[src/rtl/pfa_pkg.sv]
package pfa_pkg;

  localparam int MAX_BLOCKS_DEF = 32;
  localparam int SIZE_BITS_DEF  = 16;

  // fixed widths of the item fields
  localparam int IDX_FW   = 5;
  localparam int AMT_FW   = 16;
  localparam int BCNT_FW  = 6;
  localparam int POL_FW   = 2;

  localparam int CFG_AW   = 3;
  localparam int CFG_DW   = 32;

  localparam logic [1:0] FIT_BEST  = 2'd0;
  localparam logic [1:0] FIT_FIRST = 2'd1;
  localparam logic [1:0] FIT_NEXT  = 2'd2;
  localparam logic [1:0] FIT_WORST = 2'd3;

  localparam logic FUNC_LOAD  = 1'b0;
  localparam logic FUNC_ALLOC = 1'b1;

  localparam logic REG_FIT_POLICY  = 1'b0;
  localparam logic REG_BLOCK_COUNT = 1'b1;

  localparam logic [BCNT_FW-1:0] BLOCK_COUNT_RST = BCNT_FW'(32);

  typedef enum logic [1:0] {
    ST_IDLE,
    ST_SCAN,
    ST_LAST,
    ST_REPLY
  } state_t;

  typedef struct packed {
    logic [POL_FW-1:0]  policy;
    logic [BCNT_FW-1:0] bcount;
  } cfg_t;

  typedef struct packed {
    logic              func;
    logic [IDX_FW-1:0] load_index;
    logic [AMT_FW-1:0] amount;
    logic              batch_end;
  } item_t;

  typedef struct packed {
    logic              granted;
    logic [IDX_FW-1:0] chosen_block;
    logic [AMT_FW-1:0] remaining;
    logic              last_result;
  } res_t;

endpackage

[src/rtl/pfa_ram.sv]
module pfa_ram #(
  parameter int WIDTH = 16,
  parameter int DEPTH = 32
) (
  input  logic                     clk,
  input  logic                     we,
  input  logic [$clog2(DEPTH)-1:0] waddr,
  input  logic [WIDTH-1:0]         wdata,
  input  logic [$clog2(DEPTH)-1:0] raddr,
  output logic [WIDTH-1:0]         rdata
);

  logic [WIDTH-1:0] mem [DEPTH];
  logic [WIDTH-1:0] rdata_r;

  always_ff @(posedge clk) begin
    if (we) begin
      mem[waddr] <= wdata;
    end
    rdata_r <= mem[raddr];
  end

  assign rdata = rdata_r;

endmodule

[src/rtl/pfa_engine.sv]
module pfa_engine
  import pfa_pkg::*;
#(
  parameter int MAX_BLOCKS = MAX_BLOCKS_DEF,
  parameter int SIZE_BITS  = SIZE_BITS_DEF
) (
  input  logic  clk,
  input  logic  rst_n,
  input  cfg_t  cfg,
  input  logic  in_valid,
  output logic  in_ready,
  input  item_t in_item,
  output logic  res_valid,
  input  logic  res_ready,
  output res_t  res
);

  localparam int IW   = $clog2(MAX_BLOCKS);
  localparam int CW   = $clog2(MAX_BLOCKS + 1);
  localparam int CMPW = (SIZE_BITS > AMT_FW) ? SIZE_BITS : AMT_FW;

  state_t state_r, state_nxt;

  logic [IW-1:0]        np_r;
  logic [IW-1:0]        pos_r;
  logic [CW-1:0]        iss_r;
  logic                 rd_vld_r;
  logic [IW-1:0]        rd_idx_r;
  logic                 found_r;
  logic [IW-1:0]        pick_r;
  logic [SIZE_BITS-1:0] best_r;
  item_t                item_r;

  logic                 ram_we;
  logic [IW-1:0]        ram_waddr;
  logic [SIZE_BITS-1:0] ram_wdata;
  logic [SIZE_BITS-1:0] ram_rdata;

  logic [CW-1:0]        cnt;
  logic [CW-1:0]        pos_inc;
  logic [IW-1:0]        pos_step;
  logic [IW-1:0]        start_pos;
  logic [CMPW-1:0]      in_amt_w;
  logic [CMPW-1:0]      size_max_w;
  logic [SIZE_BITS-1:0] load_val;
  logic                 load_ok;
  logic                 accept;
  logic                 reply_done;
  logic                 fits;
  logic                 take;
  logic [SIZE_BITS-1:0] left_val;

  pfa_ram #(
    .WIDTH(SIZE_BITS),
    .DEPTH(MAX_BLOCKS)
  ) u_ram (
    .clk  (clk),
    .we   (ram_we),
    .waddr(ram_waddr),
    .wdata(ram_wdata),
    .raddr(pos_r),
    .rdata(ram_rdata)
  );

  // blocks in use, clamped to the table depth
  assign cnt = (32'(cfg.bcount) > 32'(MAX_BLOCKS)) ? CW'(MAX_BLOCKS) : CW'(cfg.bcount);

  assign start_pos = ((cfg.policy == FIT_NEXT) && (CW'(np_r) < cnt)) ? np_r : '0;
  assign pos_inc   = CW'(pos_r) + CW'(1);
  assign pos_step  = (pos_inc == cnt) ? '0 : IW'(pos_inc);

  assign in_amt_w   = CMPW'(in_item.amount);
  assign size_max_w = CMPW'({SIZE_BITS{1'b1}});
  assign load_val   = (in_amt_w > size_max_w) ? SIZE_BITS'(size_max_w) : SIZE_BITS'(in_amt_w);
  assign load_ok    = 32'(in_item.load_index) < 32'(MAX_BLOCKS);

  assign accept     = in_valid && in_ready;
  assign reply_done = res_valid && res_ready;

  // scan compare on the entry returned this cycle
  assign fits = CMPW'(ram_rdata) >= CMPW'(item_r.amount);
  always_comb begin
    take = 1'b0;
    if (rd_vld_r && fits) begin
      if (!found_r) begin
        take = 1'b1;
      end else if (cfg.policy == FIT_BEST) begin
        take = ram_rdata < best_r;
      end else if (cfg.policy == FIT_WORST) begin
        take = ram_rdata > best_r;
      end
    end
  end

  assign left_val = best_r - SIZE_BITS'(item_r.amount);

  // next state
  always_comb begin
    state_nxt = state_r;
    unique case (state_r)
      ST_IDLE: begin
        if (accept) begin
          if (in_item.func == FUNC_ALLOC && cnt != '0) begin
            state_nxt = ST_SCAN;
          end else begin
            state_nxt = ST_REPLY;
          end
        end
      end
      ST_SCAN: begin
        if (iss_r == cnt - CW'(1)) begin
          state_nxt = ST_LAST;
        end
      end
      ST_LAST:  state_nxt = ST_REPLY;
      ST_REPLY: begin
        if (res_ready) begin
          state_nxt = ST_IDLE;
        end
      end
      default:  state_nxt = ST_IDLE;
    endcase
  end

  // outputs and table write port
  always_comb begin
    in_ready  = 1'b0;
    res_valid = 1'b0;
    ram_we    = 1'b0;
    ram_waddr = pick_r;
    ram_wdata = left_val;
    unique case (state_r)
      ST_IDLE: begin
        in_ready  = 1'b1;
        ram_we    = in_valid && in_item.func == FUNC_LOAD && load_ok;
        ram_waddr = IW'(in_item.load_index);
        ram_wdata = load_val;
      end
      ST_REPLY: begin
        res_valid = 1'b1;
        ram_we    = res_ready && found_r && item_r.func == FUNC_ALLOC;
      end
      default: begin
        in_ready = 1'b0;
      end
    endcase
  end

  always_comb begin
    res.granted      = found_r;
    res.chosen_block = found_r ? IDX_FW'(pick_r) : '0;
    res.remaining    = '0;
    if (found_r) begin
      res.remaining = (item_r.func == FUNC_ALLOC) ? AMT_FW'(left_val) : AMT_FW'(best_r);
    end
    res.last_result  = item_r.batch_end;
  end

  always_ff @(posedge clk) begin
    if (!rst_n) begin
      state_r  <= ST_IDLE;
      np_r     <= '0;
      rd_vld_r <= 1'b0;
      found_r  <= 1'b0;
    end else begin
      state_r  <= state_nxt;
      rd_vld_r <= (state_r == ST_SCAN);
      if (accept) begin
        found_r <= (in_item.func == FUNC_LOAD) && load_ok;
        if (in_item.func == FUNC_LOAD && load_ok) begin
          np_r <= '0;
        end
      end else if (take) begin
        found_r <= 1'b1;
      end
      if (reply_done && item_r.func == FUNC_ALLOC) begin
        if (item_r.batch_end) begin
          np_r <= '0;
        end else if (found_r && cfg.policy == FIT_NEXT) begin
          np_r <= pick_r;
        end
      end
    end
  end

  always_ff @(posedge clk) begin
    rd_idx_r <= pos_r;
    if (accept) begin
      item_r <= in_item;
      pos_r  <= start_pos;
      iss_r  <= '0;
      pick_r <= IW'(in_item.load_index);
      best_r <= load_val;
    end else begin
      if (state_r == ST_SCAN) begin
        pos_r <= pos_step;
        iss_r <= iss_r + CW'(1);
      end
      if (take) begin
        pick_r <= rd_idx_r;
        best_r <= ram_rdata;
      end
    end
  end

`ifndef SYNTH
  a_no_write_in_scan: assert property (@(posedge clk) disable iff (!rst_n)
    (state_r == ST_SCAN || state_r == ST_LAST) |-> !ram_we)
    else $error("table written during a scan");

  a_issue_bound: assert property (@(posedge clk) disable iff (!rst_n)
    (state_r == ST_SCAN) |-> (iss_r < cnt))
    else $error("scan issued beyond block count");

  a_pick_in_use: assert property (@(posedge clk) disable iff (!rst_n)
    (state_r == ST_REPLY && found_r && item_r.func == FUNC_ALLOC)
      |-> (CW'(pick_r) < cnt))
    else $error("chosen block outside blocks in use");

  a_batch_rewind: assert property (@(posedge clk) disable iff (!rst_n)
    (reply_done && item_r.func == FUNC_ALLOC && item_r.batch_end) |=> (np_r == '0))
    else $error("next position not rewound at end of batch");
`endif

endmodule

[src/rtl/partition_fit_allocator_core.sv]
// partition fit allocator: keeps a table of free block sizes and serves
// load and allocation items under a best, first, next or worst fit policy.
// input channel in_*: tuser = func, tlast = batch_end,
//   tdata = load_index, amount. one result item per input item.
// output channel out_*: tuser = granted, tlast = last_result,
//   tdata = chosen_block, remaining.
// cfg_* is an apb-style port: fit_policy at 0x0, block_count at 0x4;
//   write only while no item is in flight.
// a load goes from acceptance straight to the reply state; a request first passes
//   the scan and last states (both are skipped when n is zero), n
//   being block_count clamped to MAX_BLOCKS, as the single read port of the
//   table is swept one entry per cycle. the next item is taken only after
//   the reply has entered the output register, so one item is served at a time.
// a finished result waits in the output register while out_tready stays low;
//   with the output register still full the block holds its next result and
//   takes no further item until out_tready frees it.
// reset clears the policy to best fit, block_count to 32 and the next-fit
//   position to 0; the size table is not cleared and every entry must be
//   loaded before a request reads it.
module partition_fit_allocator_core
  import pfa_pkg::*;
#(
  parameter int MAX_BLOCKS = MAX_BLOCKS_DEF,
  parameter int SIZE_BITS  = SIZE_BITS_DEF
) (
  input  logic              clk,
  input  logic              rst_n,

  input  logic              in_tvalid,
  output logic              in_tready,
  input  logic [23:0]       in_tdata,   // [4:0] load_index, [20:5] amount, rest zero
  input  logic              in_tuser,   // [0] func
  input  logic              in_tlast,

  output logic              out_tvalid,
  input  logic              out_tready,
  output logic [23:0]       out_tdata,  // [4:0] chosen_block, [20:5] remaining, rest zero
  output logic              out_tuser,  // [0] granted
  output logic              out_tlast,

  input  logic              cfg_psel,
  input  logic              cfg_penable,
  input  logic              cfg_pwrite,
  input  logic [CFG_AW-1:0] cfg_paddr,
  input  logic [CFG_DW-1:0] cfg_pwdata,
  output logic [CFG_DW-1:0] cfg_prdata,
  output logic              cfg_pready
);

  cfg_t  cfg_r;
  item_t in_item;
  res_t  res;
  res_t  out_res_r;
  logic  out_tvalid_r;
  logic  res_valid;
  logic  res_ready;
  logic  cfg_wr;

  assign cfg_pready = 1'b1;
  assign cfg_wr     = cfg_psel && cfg_penable && cfg_pwrite && cfg_pready;

  always_ff @(posedge clk) begin
    if (!rst_n) begin
      cfg_r.policy <= FIT_BEST;
      cfg_r.bcount <= BLOCK_COUNT_RST;
    end else if (cfg_wr) begin
      unique case (cfg_paddr[2])
        REG_FIT_POLICY:  cfg_r.policy <= cfg_pwdata[POL_FW-1:0];
        REG_BLOCK_COUNT: cfg_r.bcount <= cfg_pwdata[BCNT_FW-1:0];
        default:         cfg_r.policy <= cfg_r.policy;
      endcase
    end
  end

  always_comb begin
    cfg_prdata = '0;
    unique case (cfg_paddr[2])
      REG_FIT_POLICY:  cfg_prdata = CFG_DW'(cfg_r.policy);
      REG_BLOCK_COUNT: cfg_prdata = CFG_DW'(cfg_r.bcount);
      default:         cfg_prdata = '0;
    endcase
  end

  assign in_item.func       = in_tuser;
  assign in_item.load_index = in_tdata[IDX_FW-1:0];
  assign in_item.amount     = in_tdata[IDX_FW+AMT_FW-1:IDX_FW];
  assign in_item.batch_end  = in_tlast;

  pfa_engine #(
    .MAX_BLOCKS(MAX_BLOCKS),
    .SIZE_BITS (SIZE_BITS)
  ) u_engine (
    .clk      (clk),
    .rst_n    (rst_n),
    .cfg      (cfg_r),
    .in_valid (in_tvalid),
    .in_ready (in_tready),
    .in_item  (in_item),
    .res_valid(res_valid),
    .res_ready(res_ready),
    .res      (res)
  );

  // output register parts the engine from the receiver
  assign res_ready = !out_tvalid_r || out_tready;

  always_ff @(posedge clk) begin
    if (!rst_n) begin
      out_tvalid_r <= 1'b0;
    end else if (res_ready) begin
      out_tvalid_r <= res_valid;
    end
  end

  always_ff @(posedge clk) begin
    if (res_valid && res_ready) begin
      out_res_r <= res;
    end
  end

  assign out_tvalid = out_tvalid_r;
  assign out_tdata  = {3'b000, out_res_r.remaining, out_res_r.chosen_block};
  assign out_tuser  = out_res_r.granted;
  assign out_tlast  = out_res_r.last_result;

endmodule

[config.mk]
export PLATFORM = sky130hd
export DESIGN_NAME = partition_fit_allocator_core
export DESIGN_NICKNAME = d
export VERILOG_FILES = /design/src/rtl/pfa_pkg.sv /design/src/rtl/pfa_ram.sv /design/src/rtl/pfa_engine.sv /design/src/rtl/partition_fit_allocator_core.sv
export SDC_FILE = /design/constraint.sdc
export NUM_CORES = 1
export LEC_CHECK = 0
export ABC_AREA = 1
export BUFFER_PORTS_ARGS = -buffer_cell sky130_fd_sc_hd__buf_2
export CAP_MARGIN = 20
export CORE_UTILIZATION = 58
export DETAILED_ROUTE_END_ITERATION = 8
export PLACE_DENSITY = 0.76
export SYNTH_ARGS = -nofsm -noshare
export SYNTH_HDL_FRONTEND = slang
export SYNTH_SLANG_ARGS = --single-unit
[constraint.sdc]
create_clock -name clk -period 10.9 [get_ports clk]
set_input_delay 2.18 -clock clk [delete_from_list [all_inputs] [get_ports clk]]
set_output_delay 2.18 -clock clk [all_outputs]
set_load 0.05 [all_outputs]
# Word level (Yosys, flattened, before mapping)
# Memories as Yosys holds them, arrays and structs flattened. A register that Yosys moved wholly into a read port is not among the register bits.
# Cells that the tools add are included.
# word_totals
regBits	96
in_bits	68
ram_bits	512
wordCells	99
output_inout_bits	61
memories	1
# memory_table
name	depth	word_bits	rd	rd_ports_with_merged_regs	wr	line	source
u_engine.u_ram.mem	32	16	1	1	1	pfa_ram.sv:13	logic [WIDTH-1:0] mem [DEPTH];
# classes
add_sub_neg	4
n_reduce_logical	22
n_mux	35
n_eq_ne	10
n_lt_le_gt_ge	6
bitwise	2
# op_table
cell	n
2-to-1 mux 16 bit	5
case mux 32 bit (2 select lines)	1
2-to-1 mux 5 bit	12
greater-or-equal comparator 16 bit	1
> comparator 16 bit	1
> comparator 16 bit (second input constant)	1
less-than comparator 16 bit	1
subtractor 16 bit	1
equality test 6 bit	2
logical AND 1 bit	12
2-to-1 mux 1 bit	10
equality test 2 bit (second input constant)	4
2-to-1 mux 2 bit	4
case mux 2 bit (4 select lines)	1
adder 5 x 1 -> 6 bit (second input constant)	1
adder 6 x 1 -> 6 bit (second input constant)	1
> comparator 6 bit (second input constant)	1
less-than comparator 5 x 6 -> 1 bit	1
2-to-1 mux 6 bit	1
inequality test 2 x 1 -> 1 bit (second input constant)	3
nonzero test 6 bit	1
subtractor 6 x 1 -> 6 bit (second input constant)	1
zero test 2 bit	2
AND reduction 2 bit	2
7 further kinds	9

# Longest topological paths before layout
# Gate-level depths: netlist of run 1.
# logic_depth
word_depth	7
mapped_depth	17
ltp_nobuf	17

# Cells and area by module
# From an unflattened synthesis of run 1, not the netlist that was laid out.
# unflattened
cells_unflattened	2587
area_unflattened_um2	27671.5
# modules_own_cells
mod	instances	cells_per_inst	seq_area_each_um2	area_per_inst_um2
pfa_ram	1	1794	15695.1	21301.7
pfa_engine	1	665	1721.7	4986.0
partition_fit_allocator_core	1	128	870.8	1383.8

# Least setup slack after synthesis of run 1
# No wires, ideal clock.
# synth_timing
path_type	input-to-output
from	input cfg_paddr[2]
to	output cfg_prdata[0]
t_arrival_ns	3.575
required_ns	8.720
setup_slack_ns	5.145
path_buffers	1
stages	3
cell_sequence	clkbuf_1 inv_1 o21ai_0
# synth_between
elab_chain_len	2
# synth_lines
item	line	source
start, declared	partition_fit_allocator_core.sv:44	input logic [CFG_AW-1:0] cfg_paddr,
NOT 1 bit (no line)	-	
case mux 32 bit (2 select lines) *	partition_fit_allocator_core.sv:77	unique case (cfg_paddr[2])
end, declared	partition_fit_allocator_core.sv:46	output logic [CFG_DW-1:0] cfg_prdata,
# Mark *: on every way between the ends. The rest lies on a longest branch, timed or not. The select of a mux whose other input is x is not followed.

# Worst setup path in the final report of run 1
# Same ends and word-level chain as after synthesis.

==> results.yml, run 1 <==
logic_synthesis:
  syn_avg_cell_area_sq_um: 11.6
  yosysWarningCount: 0
  syn_inst: 2310
  synth_edf_count: 579
  ys_seq_area_share_pct: 68.2
  synth_area_sq_um: 26800
  synth.ff_latch_count: 624
  synth_cell_types: 45
  postSynth.asyncResetShare_pct: 0
  synth-main-ff-cell: "edfxtp_1"
layout:
  final_cells: 3023
  finalNetCount: 2506
  drive_gt1_share_pct: 10.1
  final_util_pct: 65.2
  area_growth_pct: 10.6
  final_area_sq_um: 29600
  antennaDiodeCount: 0
setup_path:
  critPathKind: "input port to output port"
  r2r_cells: 9
  crit_end: "cfg_prdata[0]"
  setup.worst_path.end_class: "output port"
  critPathLaunchType: "input port"
  reg2reg_from: "u_engine.pos_r[1]$_DFFE_PP_"
  crit_start: "cfg_paddr[2]"
  crit_path_max_fanout: 8
  arrival_ns: 2.83
  r2r_end: "u_engine.u_ram.rdata[3]$_DFF_P_"
  timing.reg2reg.setup_slack_ns: 6.96
  required_ns: 8.72
clock_network:
  clk_pin_slew_worst_paths_ns: 0.06
  postCtsSetupBuffers: 0
  cts_root_buf: "clkbuf_16"
  cts_resized: 0
  hold_buffers: 0
  cts_tree: "done"
  clock_latency_ns: 0.63
  cts_num_sinks: 624
  h-tree-depth: 2
  cts_buffer_depth: 3
  numCtsBuffers: 59
global_route:
  grt_pass1_vias: 17300
  grt_pass1_wl_um: 96500
  grt_max_degree: 261
  gr-total-overflow: 0
  antenna_found_initial: 0
  grt_use_total_pct: 26.9
drt:
  via_per_inst: 5.99
  wire_per_inst_um: 21.1
  vias: 18100
  remaining_drc_errors: 0
  drtIter0Drc: 2358
  dr.pass1.iters: 6
  ant_nets: 0
  drt_wl_total_um: 63700
timing:
  fin_crit_sh_pct: 45.9
  timing.hold.ws_ns: 0.431
  hold_viol_final: 0
  max_freq_mhz: 200
  setup_viol: 0
  timing.final.crit_period_ns: 5.01
  rsz0062_at_grt: "no"
  skew_ns: 0.0318
  slew_violations: 0
  setup_slack_ns: 5.89
  worst_slew_pin_slew_ns: 1.28
  relSlewSlack_pct: 14.6
  setup_tns_ns: 0
outcome:
  run_status: "finished clean"
place:
  numPortBuffers: 67
  dpl.hpwl_um: 38300
  placed_cells: 2911
  gp_congestion: 0.946
  dpl-instance-area_sq_um: 27700
  pre_cts_slack_ns: 5.70
floorplanning:
  io_pins: 129
  placementRows: 78
  die_area_sq_um: 47100
  die_h_um: 217
  core_sq_um: 45500
  start_util_pct: 58.9
  die_x_um: 217
pwr:
  ir_worst_vdd_v: 0.000270
  totalPowerFinal_mw: 8.83
  powerDensity_nw_per_um2: 298
  leakage_nw: 10.8
hold_path:
  hp-start: "u_engine.pos_r[3]$_DFFE_PP_"
  hold_path.class: "register to register"
run:
  maxCapViolations: 0
==> placed cells by master, fill, tap and decap left out, types with 4 or more instances in the layout <==
cell / count
clkbuf_1: 16
conb_1: 30
edfxtp_1: 579
buf_4: 51
dfxtp_1: 45
inv_1: 137
o21ai_1: 36
o211ai_1: 22
clkinv_1: 16
buf_2: 67
o22ai_1: 83
o21ai_2: 7
nor3_1: 12
nand3_1: 76
xor2_1: 9
a21oi_1: 59
buf_8: 6
nand2_2: 4
nor2_1: 345
ha_1: 59
xnor2_1: 7
nand2_1: 279
nand4_1: 28
clkbuf_16: 60
o221ai_1: 46
o21ai_0: 283
clkinv_2: 10
==> how the worst min path moves through the flow <==
stage	endpoint	cells past startpoint
2_1_floorplan	u_engine.rd_idx_r[4]$_DFF_P_	0
3_3_place_gp	u_engine.rd_idx_r[3]$_DFF_P_	0
3_5_place_dp	u_engine.rd_idx_r[3]$_DFF_P_	0
4_1_cts	u_engine.rd_idx_r[3]$_DFF_P_	0
5_1_grt	u_engine.rd_idx_r[3]$_DFF_P_	0
6_report	u_engine.rd_idx_r[3]$_DFF_P_	0
==> cell usage after synthesis (2+ instances only) <==
cell type  instances  share of area (%)
o21a_1             3              0.084
o31ai_1            2              0.056
a31oi_1            4              0.093
nand2_4            3               0.13
buf_4             36                1.0
o22ai_1           83                1.9
nand4_1           28               0.65
nand3_2            3               0.11
nand3_1           76                1.4
o21ai_0          290                5.4
buf_6              8               0.34
edfxtp_1         579                 65
nand2_1          279                3.9
nor3_1            12               0.22
clkbuf_2           2              0.037
clkinv_1           4              0.056
a21oi_2            2              0.065
inv_1            137                1.9
inv_2              5              0.070
o221ai_1          46                1.5
clkbuf_1          75                1.1
xor2_1             9               0.29
o211ai_1          22               0.62
conb_1             2              0.028
ha_1              59                2.8
o21ai_1           36               0.67
buf_2             24               0.45
xnor2_1            7               0.23
nor2_1           347                4.9
o21bai_1           2              0.056
buf_1              3              0.042
nand2_2            4              0.093
dfxtp_1           45                3.4
nor3_2             2              0.075
a21oi_1           59                1.1
or2_2              3              0.070
==> logic make-up (layout without fill, tap and decap cells) <==
family                   Yosys count  count (layout)  share of synthesized area (%)
other                              2              30                         0.0280
XOR/XNOR                          16              16                          0.523
AND/OR/NAND/NOR                  761             761                           11.7
AO/OA/AOI/OAI                    552             552                           11.7
buffers and inverters            295             380                           4.99
adder cells (fa/ha/maj)           60              60                           2.83
flip-flops                       624             624                           68.2
==> flip-flops by register name, indices dropped and copies added, names as in the netlist <==
register	cells
u_engine.u_ram.rdata	16
u_engine.state_r	2
u_engine.u_ram.mem	512
u_engine.res	1
u_engine.item_r	17
u_engine.iss_r	6
out_tvalid	1
out_tuser	1
u_engine.pos_r	5
out_tlast	1
out_tdata	21
u_engine.np_r	5
u_engine.rd_vld_r	1
u_engine.pick_r	5
cfg_r	8
u_engine.found_r	1
u_engine.best_r	16
u_engine.rd_idx_r	5
==> layout make-up <==
cell class / instances / area, sq um
inverter: 147 / 561
sequential: 624 / 18300
tap: 600 / 751
timing repair buffer: 127 / 883
clock buffer: 78 / 1590
clock inverter: 28 / 221
fill: 3275 / 15800
multi-input combinational: 1419 / 7340
==> report_power, final <==
part	internal, mW	total, mW	switching, mW	leakage (nW)
logic	0.883	3.44	2.56	4.30
clock network	1.09	1.94	0.851	0.885
registers	3.33	3.45	0.119	5.62
==> worst max-delay path: stages <==
cell	delay, ns
buf_2	0.15
inv_1	0.08
o21ai_0	0.13
buf_2	0.28
==> layer usage <==
metal  up-vias  wire, um  share of wire [%]  GRT usage [%]
met4         0      1730                2.7           9.01
met5         -         0                  0              0
met1      8731     26100                 41           37.8
met3        93      5860                9.2           4.26
met2       895     29900                 47           43.2
li1       8376         -                  -              -
(Power assumes the default switching activity.)
==> inputs of run 2 (changes only) <==
--- a/config.mk
+++ b/config.mk
@@ -8,9 +8,9 @@
 export ABC_AREA = 1
 export BUFFER_PORTS_ARGS = -buffer_cell sky130_fd_sc_hd__buf_2
 export CAP_MARGIN = 20
-export CORE_UTILIZATION = 58
+export CORE_UTILIZATION = 55
 export DETAILED_ROUTE_END_ITERATION = 8
-export PLACE_DENSITY = 0.76
+export PLACE_DENSITY = 0.75
 export SYNTH_ARGS = -nofsm -noshare
 export SYNTH_HDL_FRONTEND = slang
 export SYNTH_SLANG_ARGS = --single-unit
==> constraint.sdc (replaced) <==
create_clock -name clk -period 4.5 [get_ports clk]
set_input_delay 0.9 -clock clk [delete_from_list [all_inputs] [get_ports clk]]
set_output_delay 0.9 -clock clk [all_outputs]
set_load 0.05 [all_outputs]
==> run 2 against run 1 <==
  * Global-route usage decreased by 1.0 points
  * Non-clock buffer count increased by 12
  * Sequential power increased by 140%
  * Critical path type is now register to register
  * Highest routed layer unchanged
==> results.yml, run 2 (synthesized netlist as in run 1, its figures left out) <==
global_route:
  grt_use_total_pct: 25.9
  gr-usage-met1_pct: 36.3
  grt-busiest-layer: "met2"
  grt_pass1_vias: 17300
  grt_max_degree: 261
  antenna_found_initial: 0
  grt_pass1_wl_um: 97600
  use_met3_pct: 2.98
  use_met2_pct: 41.1
  gr-total-overflow: 0
floorplanning:
  die_x_um: 223
  die_h_um: 223
  die_area_sq_um: 49600
  start_util_pct: 55.9
  io_pins: 129
  core_sq_um: 47900
  placementRows: 80
drt:
  drtIter0Drc: 2375
  remaining_drc_errors: 0
  drt_wl_total_um: 64600
  via_per_inst: 5.98
  vias: 18300
  wire_per_inst_um: 21.1
  dr.pass1.iters: 5
  ant_nets: 0
layout:
  finalNetCount: 2519
  fillers: 3491
  area_growth_pct: 11.5
  regMostFlops: "u_engine.u_ram.mem"
  antennaDiodeCount: 0
  final_cells: 3057
  final_common_cell: "edfxtp_1"
  drive_gt1_share_pct: 11.0
  final_cell_mix: "edfxtp_1 (579), nor2_1 (345), o21ai_0 (283), nand2_1 (279), inv_1 (137)"
  largest_reg_flops: 512
setup_path:
  arrival_ns: 3.51
  critPathLaunchType: "register"
  crit_path_max_fanout: 19
  critPathKind: "register to register"
  required_ns: 4.81
  setup.worst_path.end_class: "register"
clock_network:
  clock_latency_ns: 0.62
  h-tree-depth: 2
  cts_tree: "done"
  postCtsSetupBuffers: 0
  numCtsBuffers: 60
  cts_root_buf: "clkbuf_16"
  hold_buffers: 0
  cts_resized: 0
  clk_pin_slew_worst_paths_ns: 0.06
  cts_num_sinks: 624
  cts_buffer_depth: 3
timing:
  slew_violations: 0
  timing.final.crit_period_ns: 3.20
  worst_slew_pin_slew_ns: 1.15
  setup_tns_ns: 0
  hold_viol_final: 0
  max_freq_mhz: 313
  fin_crit_sh_pct: 71.0
  setup_viol: 0
  rsz0062_at_grt: "no"
  relSlewSlack_pct: 23.5
  skew_ns: 0.0200
place:
  placed_cells: 2942
  gp_congestion: 0.891
  numPortBuffers: 67
  dpl.hpwl_um: 39100
pwr:
  ir_worst_vdd_v: 0.000537
  leakage_nw: 10.9
  totalPowerFinal_mw: 21.7
  powerDensity_nw_per_um2: 727
run:
  maxCapViolations: 0
outcome:
  run_status: "finished clean"
hold_path:
  hold_path.class: "register to register"
==> run 2: final cells by class <==
cell class	instances	area, sq um	area share (%)
clock inverters	43	429	1.44
well taps	615	769	2.57
inverters	147	561	1.88
clock buffers	70	1560	5.22
flip-flops and latches	624	18300	61.2
repair buffers	139	933	3.12
multi-input cells	1419	7350	24.6
==> run 2: metal layers <==
metal	wire (um)	share of wire, %
met2	30100	47
met3	6050	9.4
met1	26000	40
met4	2430	3.8
met5	0	0
==> run 2: worst paths after layout <==
path	startpoint	end	slack (ns)	depth (start not counted)
setup / recovery	u_engine.state_r[1]$_SDFFE_PN0P_	u_engine.u_ram.mem[26][6]$_DFFE_PP_	1.30	7
hold / removal	u_engine.pos_r[3]$_DFFE_PP_	u_engine.rd_idx_r[3]$_DFF_P_	0.44	0
setup reg to reg	u_engine.state_r[1]$_SDFFE_PN0P_	u_engine.u_ram.mem[26][6]$_DFFE_PP_	1.30	7
hold reg to reg	u_engine.pos_r[3]$_DFFE_PP_	u_engine.rd_idx_r[3]$_DFF_P_	0.44	0
==> run 2: metrics by stage <==
| stage | worst slack (ns) | utilization [%] | instance area (sq um) | hold slack [ns] |
|---|---|---|---|---|
| floorplan | 0.665 | - | 26900 | 0.368 |
| global placement | 1.18 | 58.2 | 27900 | 0.425 |
| detailed placement | 1.13 | 58.2 | 27900 | 0.419 |
| CTS | 1.34 | 62.3 | 29900 | 0.434 |
| global route | 1.08 | 62.4 | 29900 | 0.450 |
| finish | 1.30 | 62.4 | 29900 | 0.442 |
==> run 2: worst max-delay path, cell delays in order (launching register included) <==
cell,delay (ns)
dfxtp_1,0.34
inv_1,0.11
ha_1,0.59
o21ai_0,0.52
inv_1,0.25
nand4_1,0.25
nor2_1,0.50
buf_4,0.31
==> run 2: power breakdown <==
part           switching (mW)  internal [mW]
Clock                    2.11           2.94
Combinational            6.20           2.13
Sequential              0.279           8.07
Total                    8.59           13.1
==> inputs of run 3 (changes only) <==
--- a/config.mk
+++ b/config.mk
@@ -5,12 +5,12 @@
 export SDC_FILE = /design/constraint.sdc
 export NUM_CORES = 1
 export LEC_CHECK = 0
-export ABC_AREA = 1
+export ABC_AREA = 0
 export BUFFER_PORTS_ARGS = -buffer_cell sky130_fd_sc_hd__buf_2
 export CAP_MARGIN = 20
-export CORE_UTILIZATION = 55
+export CORE_UTILIZATION = 58
 export DETAILED_ROUTE_END_ITERATION = 8
-export PLACE_DENSITY = 0.75
+export PLACE_DENSITY = 0.76
 export SYNTH_ARGS = -nofsm -noshare
 export SYNTH_HDL_FRONTEND = slang
 export SYNTH_SLANG_ARGS = --single-unit
==> constraint.sdc (replaced) <==
create_clock -name clk -period 3 [get_ports clk]
set_input_delay 0.6 -clock clk [delete_from_list [all_inputs] [get_ports clk]]
set_output_delay 0.6 -clock clk [all_outputs]
set_load 0.05 [all_outputs]
==> run 3 against run 2 <==
  * Combinational power is 43% higher
  * Wire length down 4.4%
  * Worst hold slack worse by 0.27 ns
  * Via count fell by 22%
  * Critical path depth rose by 2
  * Non-clock buffer count increased by 13
  * Synthesized cell count fell by 36%
  * Largest power group unchanged
  * Highest routed layer is now met5
==> results.yml, run 3 <==
clock_network:
  numCtsBuffers: 59
  h-tree-depth: 2
  hold_buffers: 0
  cts_num_sinks: 624
  cts_tree: "done"
  clock_latency_ns: 0.62
  cts_resized: 0
  postCtsSetupBuffers: 0
  clk_pin_slew_worst_paths_ns: 0.06
  cts_buffer_depth: 3
  cts_root_buf: "clkbuf_16"
floorplanning:
  core_sq_um: 44500
  placementRows: 77
  io_pins: 129
  start_util_pct: 59.1
  die_x_um: 215
  die_h_um: 215
  die_area_sq_um: 46200
global_route:
  use_met2_pct: 45.6
  grt_max_degree: 49
  grt_pass1_vias: 14400
  grt-busiest-layer: "met2"
  grt_use_total_pct: 27.3
  gr-total-overflow: 0
  gr-usage-met1_pct: 36.2
  grt_pass1_wl_um: 91800
  use_met3_pct: 4.90
  antenna_found_initial: 4
timing:
  setup_tns_ns: 0
  slew_violations: 0
  rsz0062_at_grt: "no"
  skew_ns: 0.0260
  relSlewSlack_pct: 39.3
  hold_viol_final: 0
  max_freq_mhz: 352
  timing.final.crit_period_ns: 2.84
  fin_crit_sh_pct: 94.8
  setup_viol: 0
  worst_slew_pin_slew_ns: 0.901
logic_synthesis:
  synth-main-ff-cell: "edfxtp_1"
  synth_cell_types: 65
  syn_inst: 1470
  synth_area_sq_um: 26300
  yosysWarningCount: 0
  postSynth.asyncResetShare_pct: 0
  synth.ff_latch_count: 624
  synth_edf_count: 579
  synth.top_cell.area_share_pct: 66.1
  synth_common_cells: "edfxtp_1 (579), mux4_2 (160), nand2_1 (113), ha_1 (59), nor2_1 (50)"
  syn_avg_cell_area_sq_um: 17.9
  ys_seq_area_share_pct: 69.5
  yosys.area.top_type: "edfxtp_1"
  synth_top_cells_by_area: "edfxtp_1 (66%), mux4_2 (14%), dfxtp_1 (3.4%), ha_1 (2.8%), nand2_1 (1.6%)"
  yosysMostFrequentCell: "edfxtp_1"
setup_path:
  crit_end: "u_engine.u_ram.mem[28][14]$_DFFE_PP_"
  r2r_cells: 9
  crit_path_max_fanout: 34
  path_cells: "inv_1, ha_2, buf_4, buf_4, nand3_1, o21ai_0, nand2_1, nor2_4, buf_4"
  reg2reg_from: "u_engine.state_r[1]$_SDFFE_PN0P_"
  critPathKind: "register to register"
  r2r_end: "u_engine.u_ram.mem[28][14]$_DFFE_PP_"
  critical_path.top_delay_family: "buffers and inverters"
  crit_slowest_cell: "buf_4"
  timing.reg2reg.setup_slack_ns: 0.16
  cp.depth: 9
  required_ns: 3.30
  crit_start: "u_engine.state_r[1]$_SDFFE_PN0P_"
  cp_common_cell: "buf_4"
  setup.worst_path.end_class: "register"
  crit_buf_inv: 4
  critPathLaunchType: "register"
  crit_path_max_incr_delay_ns: 0.48
  arrival_ns: 3.14
layout:
  final_util_pct: 67.5
  final_common_cell: "edfxtp_1"
  drive_gt1_share_pct: 26.7
  largest_reg_flops: 512
  area_growth_pct: 14.3
  final_cells: 2256
  finalNetCount: 1745
  final_cell_mix: "edfxtp_1 (579), mux4_2 (160), nand2_1 (113), buf_2 (67), clkbuf_16 (61)"
  antennaDiodeCount: 0
  regMostFlops: "u_engine.u_ram.mem"
place:
  dpl.hpwl_um: 35700
  numPortBuffers: 67
  gp_congestion: 0.892
  placed_cells: 2147
drt:
  via_per_inst: 6.33
  drtIter0Drc: 1420
  vias: 14300
  wire_per_inst_um: 27.4
  dr.pass1.iters: 7
  remaining_drc_errors: 0
  ant_nets: 0
  drt_wl_total_um: 61800
pwr:
  powerDensity_nw_per_um2: 1070
  p_sw_share_pct: 33.5
  power_switching_mw: 10.7
  leakage_nw: 10.5
  totalPowerFinal_mw: 32.0
  comb_power_share_pct: 37.2
  ir_worst_vdd_v: 0.000605
  internal-power_mw: 21.3
  p_seq_share_pct: 39.5
  clkPwrFrac_pct: 23.3
hold_path:
  hold_path.class: "input port to register"
outcome:
  run_status: "finished clean"
run:
  maxCapViolations: 0
==> run 3: cell count changes after synthesis, sizes merged, moves of 22 or more <==
cell / before / now
nor2: 349 / 50
o21ai: 327 / 33
nand2: 287 / 113
mux4: 0 / 160
inv: 143 / 45
o22ai: 83 / 0
nand3: 79 / 13
o221ai: 46 / 2
clkbuf: 77 / 38
and3: 0 / 24
and2: 0 / 23
a21oi: 61 / 39
==> run 3: stage by stage <==
step           hold WS (ns)  setup slack [ns]  cell area, sq um
2_1_floorplan         0.343            -0.417             26500
3_3_place_gp          0.483             0.184             28100
3_5_place_dp          0.483             0.146             28100
4_1_cts               0.145             0.114             30000
5_1_grt               0.151            0.0304             30100
6_report              0.167             0.157             30100
==> run 3: logic make-up (layout without fill, tap and decap cells) <==
family          after synthesis  after routing  synth area share [%]
compound gates              145            145                  3.72
xor+xnor                     24             24                 0.852
fa+ha+maj                    60             60                  2.88
buf+inv                     139            305                  2.68
flops                       624            624                  69.5
mux                         196            196                  15.2
other cells                   2             30                0.0286
simple gates                280            280                  5.12
==> run 3: worst min path at each step <==
stage | startpoint | to | slack, ns | cells past startpoint
floorplan | u_engine.pos_r[2]$_DFFE_PP_ | u_engine.rd_idx_r[2]$_DFF_P_ | 0.34 | 0
global placement | u_engine.rd_idx_r[2]$_DFF_P_ | u_engine.pick_r[2]$_DFFE_PP_ | 0.48 | 2
detailed placement | u_engine.rd_idx_r[0]$_DFF_P_ | u_engine.pick_r[0]$_DFFE_PP_ | 0.48 | 2
CTS | in_tlast | u_engine.res[0]$_DFFE_PP_ | 0.14 | 1
global route | in_tlast | u_engine.res[0]$_DFFE_PP_ | 0.15 | 1
finish | in_tlast | u_engine.res[0]$_DFFE_PP_ | 0.17 | 1
==> run 3: area by class of cell <==
type,instances,area [sq um]
Sequential cell,624,18300
Fill cell,2844,14500
Multi-Input combinational cell,735,7550
Clock buffer,71,1560
Timing Repair Buffer,152,1370
Tap cell,592,741
Clock inverter,37,372
Inverter,45,169
==> run 3: layer usage <==
metal	wire length (um)	share of wire (%)
met2	31100	50
met4	2140	3.5
met3	4860	7.9
met5	24	0.039
met1	23600	38
==> run 3: power by group through the flow <==
| stage | clock network, mW | logic (mW) | registers (mW) |
|---|---|---|---|
| detailed placement | 0 | 11.7 | 12.8 |
| global route | 7.88 | 12.7 | 12.7 |
| finish | 7.46 | 11.9 | 12.7 |
| CTS | 7.57 | 11.9 | 12.7 |
| floorplan | 0 | 7.48 | 12.9 |
| global placement | 0 | 11.4 | 12.8 |
==> run 3: worst reg2reg max path, stage by stage (launching register included) <==
cell,delay (ns)
dfxtp_1,0.33
inv_1,0.11
ha_2,0.26
buf_4,0.24
buf_4,0.48
nand3_1,0.14
o21ai_0,0.37
nand2_1,0.22
nor2_4,0.14
buf_4,0.22
